`src/rtl/ppc_pkg.sv`:
```
// Package for the polygon plane clipper: sizes, vertex type and register indexes.
// Used by ppc_mul, ppc_div and polygon_plane_clipper_core; depends on nothing.
package ppc_pkg;

	localparam int MAX_VERTICES = 8;
	localparam int IDX_W = $clog2(MAX_VERTICES);
	localparam int CNT_W = $clog2(MAX_VERTICES + 1);

	localparam int COORD_W = 32;
	localparam int MUL_W   = COORD_W + 1;
	localparam int PROD_W  = 2 * MUL_W;
	localparam int DIST_W  = PROD_W + 1;
	localparam int DEN_W   = DIST_W + 1;
	localparam int T_W     = 17;

	localparam int CFG_IDX_W = 3;
	localparam logic [CFG_IDX_W-1:0] REG_NORMAL_X = 3'd0;
	localparam logic [CFG_IDX_W-1:0] REG_NORMAL_Y = 3'd1;
	localparam logic [CFG_IDX_W-1:0] REG_NORMAL_Z = 3'd2;
	localparam logic [CFG_IDX_W-1:0] REG_ORIGIN_X = 3'd3;
	localparam logic [CFG_IDX_W-1:0] REG_ORIGIN_Y = 3'd4;
	localparam logic [CFG_IDX_W-1:0] REG_ORIGIN_Z = 3'd5;

	typedef struct packed {
		logic signed [COORD_W-1:0] x;
		logic signed [COORD_W-1:0] y;
		logic signed [COORD_W-1:0] z;
	} vec3_t;

	// Select one axis of a vector: 0 is x, 1 is y, anything else is z.
	function automatic logic signed [COORD_W-1:0] vec_get(input vec3_t v, input logic [1:0] k);
		logic signed [COORD_W-1:0] r;
		unique case (k)
			2'd0: r = v.x;
			2'd1: r = v.y;
			default: r = v.z;
		endcase
		return r;
	endfunction

endpackage

```
`src/rtl/ppc_mul.sv`:
```
// Shared signed multiplier of the polygon plane clipper, product registered.
// Depends on ppc_pkg.
module ppc_mul (
	input  logic                              clk,
	input  logic signed [ppc_pkg::MUL_W-1:0]  a,
	input  logic signed [ppc_pkg::MUL_W-1:0]  b,
	output logic signed [ppc_pkg::PROD_W-1:0] p_q
);

	// One product per cycle, available the cycle after the operands.
	always_ff @(posedge clk) begin
		p_q <= a * b;
	end

endmodule

```
`config.mk`:
```
export PLATFORM = sky130hd
export DESIGN_NAME = ppc_mul
export DESIGN_NICKNAME = d
export VERILOG_FILES = /design/src/rtl/ppc_pkg.sv /design/src/rtl/ppc_mul.sv
export SDC_FILE = /design/constraint.sdc
export NUM_CORES = 2
export LEC_CHECK = 0
export BUFFER_PORTS_ARGS = -buffer_cell sky130_fd_sc_hd__buf_4
export CORE_AREA = 2 2 315 441
export CTS_CLUSTER_DIAMETER = 30
export DETAILED_ROUTE_END_ITERATION = 7
export DIE_AREA = 0 0 317 443
export PLACE_DENSITY = 0.48
export SYNTH_ARGS = -nofsm -noshare
export SYNTH_HDL_FRONTEND = slang
export SYNTH_SLANG_ARGS = --single-unit
export TNS_END_PERCENT = 5
```
`constraint.sdc`:
```
create_clock -name clk -period 11.15 [get_ports clk]
set_clock_uncertainty 0.2 [all_clocks]
set_input_delay 1.6725 -clock clk [delete_from_list [all_inputs] [get_ports clk]]
set_output_delay 1.6725 -clock clk [all_outputs]
set_load 0.02 [all_outputs]
```
Word level (Yosys, flattened, before mapping). Index checks and enable logic that the tools add are counted.

Multipliers: 1.

Operators by type and width (count): $mul A33 B33 Y66 (1).

Register bits after elaboration: 66. Bits of input ports: 67. Output and inout port bits: 66. Word-level logic and storage cells: 2.

Depth between registers and ports, before layout.
Word-level depth: 1. Mapped depth: 27. Gate-level depth less buffers: 26.

Worst setup path after synthesis. OpenSTA, ideal clock, no wires.

Kind: input port to flip-flop. From: input port a[32] (netlist bit). To: register p_q[62] (netlist bit). Setup time: 79 ps. Arrival time: 8830 ps. Setup slack: 2041 ps. Cell stages on the path: 23. Path buffers: 2. Cell sequence: clkbuf_1 > nand2_1 > inv_1 > fa_1 > fa_1 > fa_1 > fa_1 > fa_1 > fa_1 > fa_1 > inv_1 > fa_1 > inv_1 > ha_1 > clkbuf_1 > and3_1 > nand3_1 > nand2b_1 > a2111oi_4 > a211oi_4 > a21o_2 > a21o_1 > a211oi_2.

Longest elaborated chain between the ends: 1.

RTL lines: start: declaration (line ppc_mul.sv:5) `input logic signed [ppc_pkg::MUL_W-1:0] a,`; $mul A33 B33 Y66 (line ppc_mul.sv:12) `p_q <= a * b;`; end signal: assignment (line ppc_mul.sv:12); end: declaration (line ppc_mul.sv:7) `output logic signed [ppc_pkg::PROD_W-1:0] p_q`.

Every way passes these cells.

Worst setup path in the final report.
From: input port b[6] (netlist bit). To: register p_q[58] (netlist bit).

Longest elaborated chain between the ends: 1.

RTL lines: start: declaration (line ppc_mul.sv:6) `input logic signed [ppc_pkg::MUL_W-1:0] b,`; $mul A33 B33 Y66 (line ppc_mul.sv:12).

Every way passes these cells.

==> summary.txt <==
Status
  – Result of the run: complete, no violations

STA
  – Worst hold slack after final layout: 1.59 ns
  – Setup Viol. Count Final: 0
  – Setup repair after global routing missed its margin: no
  – Endpoints failing hold: 0
  – Slew Limit Fails: 0
  – Worst slew pin tran: 1.20 ns
  – Crit share post-route: 0.860
  – Max-slew headroom: 0.201
  – Post-route setup TNS: 0 ns
  – Post-layout minimum cycle time: 9.59 ns
  – Fmax: 104 MHz

Die
  – Area of the core region: 137000 sq um
  – Die Ht: 443 um
  – Ports: 133
  – Floorplan die width: 317 um
  – Initial core utilization: 0.298
  – Rows: 161
  – Total Die Area: 140000 sq um

Setup path
  – Crit path cell chain: buf_4 > nand2_1 > inv_1 > fa_1 > fa_1 > inv_1 > fa_1 > inv_1 > fa_1 > fa_1 > fa_1 > fa_1 > inv_1 > fa_1 > inv_1 > ha_1 > and3_1 > nand3_1 > nand2b_1 > a2111oi_4 > a211oi_4 > a21oi_2 > nor4b_2 > a311oi_1
  – Maximum fanout along the worst path: 33
  – Critical path class: in2reg
  – Crit path arrival time: 9.65 ns
  – Delay of the slowest cell on the worst path: 1.16 ns
  – Cell repeated most along the worst path: fa_1
  – Cell class contributing the biggest share of worst-path delay: adder cells
  – Critical path buffer and inverter count: 6
  – Sort of element at the start of the critical path: input port
  – Critical Path Sink Type: flop
  – Required time of the critical path: 11.20 ns
  – CP max stage cell: fa_1

Clock network
  – Clock-pin slew on the worst setup and hold paths: 0.08 ns
  – Max clock buf depth: 2
  – TritonCTS clock tree: built
  – Clock root buffer: clkbuf_16
  – CTS Sinks: 66
  – Clock H-tree levels: 3
  – Number of buffers created by CTS: 9
  – Hold-fix buffers at CTS: 0
  – Number of buffers added for setup after CTS: 0
  – Post_cts resized: 0

Global routing
  – Wire length of the first global-routing pass: 196000 um
  – GR Layer Usage met3: 0.0137
  – Routing layer with the top usage in global route: met2
  – Met1 capacity usage during global routing: 0.195
  – Leftover overflow at the end of global routing: 0
  – Routing usage on met2: 0.372
  – Largest net degree at the start of global routing: 34
  – Initial antenna violation count: 6
  – Via count of the first global-routing pass: 32100
  – Aggregate global-route resource usage: 0.189

Drt
  – Drt via density: 4.65
  – Count of unresolved DRC violations after routing: 0
  – Routed wire per std cell: 21.1 um
  – First-pass iteration count of the detailed router: 6
  – Iteration-0 DRC Markers: 1326
  – Number of vias in the routed layout: 28200
  – Post-Route WL: 128000 um
  – Post-route ant nets: 0

Synthesis
  – Number of synthesized register bits: 66
  – Number of warnings printed during yosys synthesis: 0
  – Most frequently used flop master after synthesis: dfxtp_1
  – Number of distinct standard cells referenced by the synthesized netlist: 80
  – Number of cells produced by synthesis: 4338
  – Sequential cell area fraction in the yosys report: 0.0324
  – Net Count, Synth: 5767
  – FFs w/ async S/R, synth: 0
  – Synth Cell Area: 40700 sq um
  – EDFF count, synth: 0
  – Avg Cell Area, Syn: 9.39 sq um

Min path
  – Beginning of the worst hold path: a[0]
  – Hold worst-path end: p_q[0]$_DFF_P_
  – Class of the tightest hold or removal check: in2reg
  – Worst hold path cell count: 2

Final layout
  – Layout-stage area growth over the synthesis result: 6.73%
  – Number of flip-flops in the largest register: 66
  – Largest Register: p_q
  – Nets@finish: 5692
  – Share of layout cells above drive strength 1: 0.0440
  – Largest registers ranked by flip-flop count: p_q (66)

Flow run
  – Max-capacitance violation count: 0

Placed design
  – Post-detailed-placement half-perimeter wirelength: 104000 um
  – IO buf count: 132
  – Weighted congestion reported at the end of routability-driven placement: 0.843
==> routing by layer <==
metal | vias to the layer above | wire length (um)
met3 | 232 | 3040
met1 | 15200 | 42400
li1 | 12200 | -
met5 | - | 39
met2 | 539 | 74400
met4 | 6 | 8080
==> metrics by stage <==
step                instance area, sq um  setup WS (ns)   util  instances
floorplan                          40700           2.04      -       4338
detailed placement                 43100           1.26  0.315       6045
finish                             43500           1.56  0.318       6065
global route                       43500           1.18  0.318       6062
global placement                   43100           1.30  0.315       6045
CTS                                43500           1.61  0.318       6061
==> worst max-delay path by stage <==
stage | from | end | slack [ns] | cells after the start
floorplan | a[32] | p_q[62]$_DFF_P_ | 2.04 | 23
global placement | b[0] | p_q[62]$_DFF_P_ | 1.30 | 22
detailed placement | b[0] | p_q[62]$_DFF_P_ | 1.26 | 22
CTS | b[0] | p_q[58]$_DFF_P_ | 1.61 | 22
global route | b[0] | p_q[62]$_DFF_P_ | 1.18 | 22
finish | b[6] | p_q[58]$_DFF_P_ | 1.56 | 24
==> layout by cell type, fill, tap and decap left out, types with 6 or more instances in the layout <==
cell type  synthesis  routed
ha_1             217     217
nand2b_1          12      12
nand4_1           11      11
nand2_1          551     551
o21a_1             6       6
xor2_1            25      25
o21ai_0           25      25
a21o_1            36      36
a21oi_1           57      57
buf_4              0     135
xnor2_1           43      43
o21bai_1          11      11
a211oi_1           7       7
a31oi_1            8       8
nor2_1            68      68
o21ai_1            6       6
clkbuf_16          0       9
nand3_1           25      25
fa_1            1145    1145
nor3_1             7       7
and2_1           562     562
a211o_1            6       6
inv_1           1131    1131
dfxtp_1           66      66
==> cell usage after synthesis (all sizes together) (5+ instances only) <==
| cell type | n | area, sq um |
|---|---|---|
| buf | 13 | 70.1 |
| a211o | 6 | 52.6 |
| nand2b | 12 | 75.1 |
| o21a | 6 | 45.0 |
| nand4 | 12 | 81.3 |
| dfxtp | 66 | 1320 |
| nor2 | 68 | 255 |
| a21oi | 61 | 328 |
| a21o | 38 | 288 |
| o31ai | 7 | 104 |
| and2 | 563 | 3520 |
| nor2b | 5 | 31.3 |
| o21bai | 11 | 82.6 |
| xnor2 | 43 | 377 |
| fa | 1145 | 22900 |
| nor3 | 7 | 35.0 |
| xor2 | 25 | 219 |
| and3 | 6 | 42.5 |
| o211ai | 5 | 51.3 |
| a211oi | 11 | 110 |
| a31oi | 9 | 62.6 |
| inv | 1131 | 4250 |
| clkbuf | 208 | 781 |
| nand3 | 26 | 135 |
| and4 | 5 | 43.8 |
| nand2 | 551 | 2070 |
| o21ai | 33 | 173 |
| ha | 217 | 2720 |
==> cell type report <==
cell class / count / area (sq um)
inverters: 1131 / 4250
repair buffers: 135 / 1010
flip-flops and latches: 66 / 1320
multi-input cells: 2920 / 34300
well taps: 1793 / 2240
diodes: 4 / 10.0
clock inverters: 7 / 100
clock buffers: 9 / 225
fillers: 14400 / 93300
==> cell families after synthesis <==
logic type / Yosys count / share of synthesized area
AND/OR/NAND/NOR: 1271 / 0.158
XOR/XNOR: 68 / 0.0146
buffers and inverters: 1352 / 0.125
AO/OA/AOI/OAI: 219 / 0.0407
adder cells (fa/ha/maj): 1362 / 0.629
flip-flops: 66 / 0.0324
Power is not shown: default switching activity piles up to over one toggle a cycle in this logic, so the estimate is an artifact.
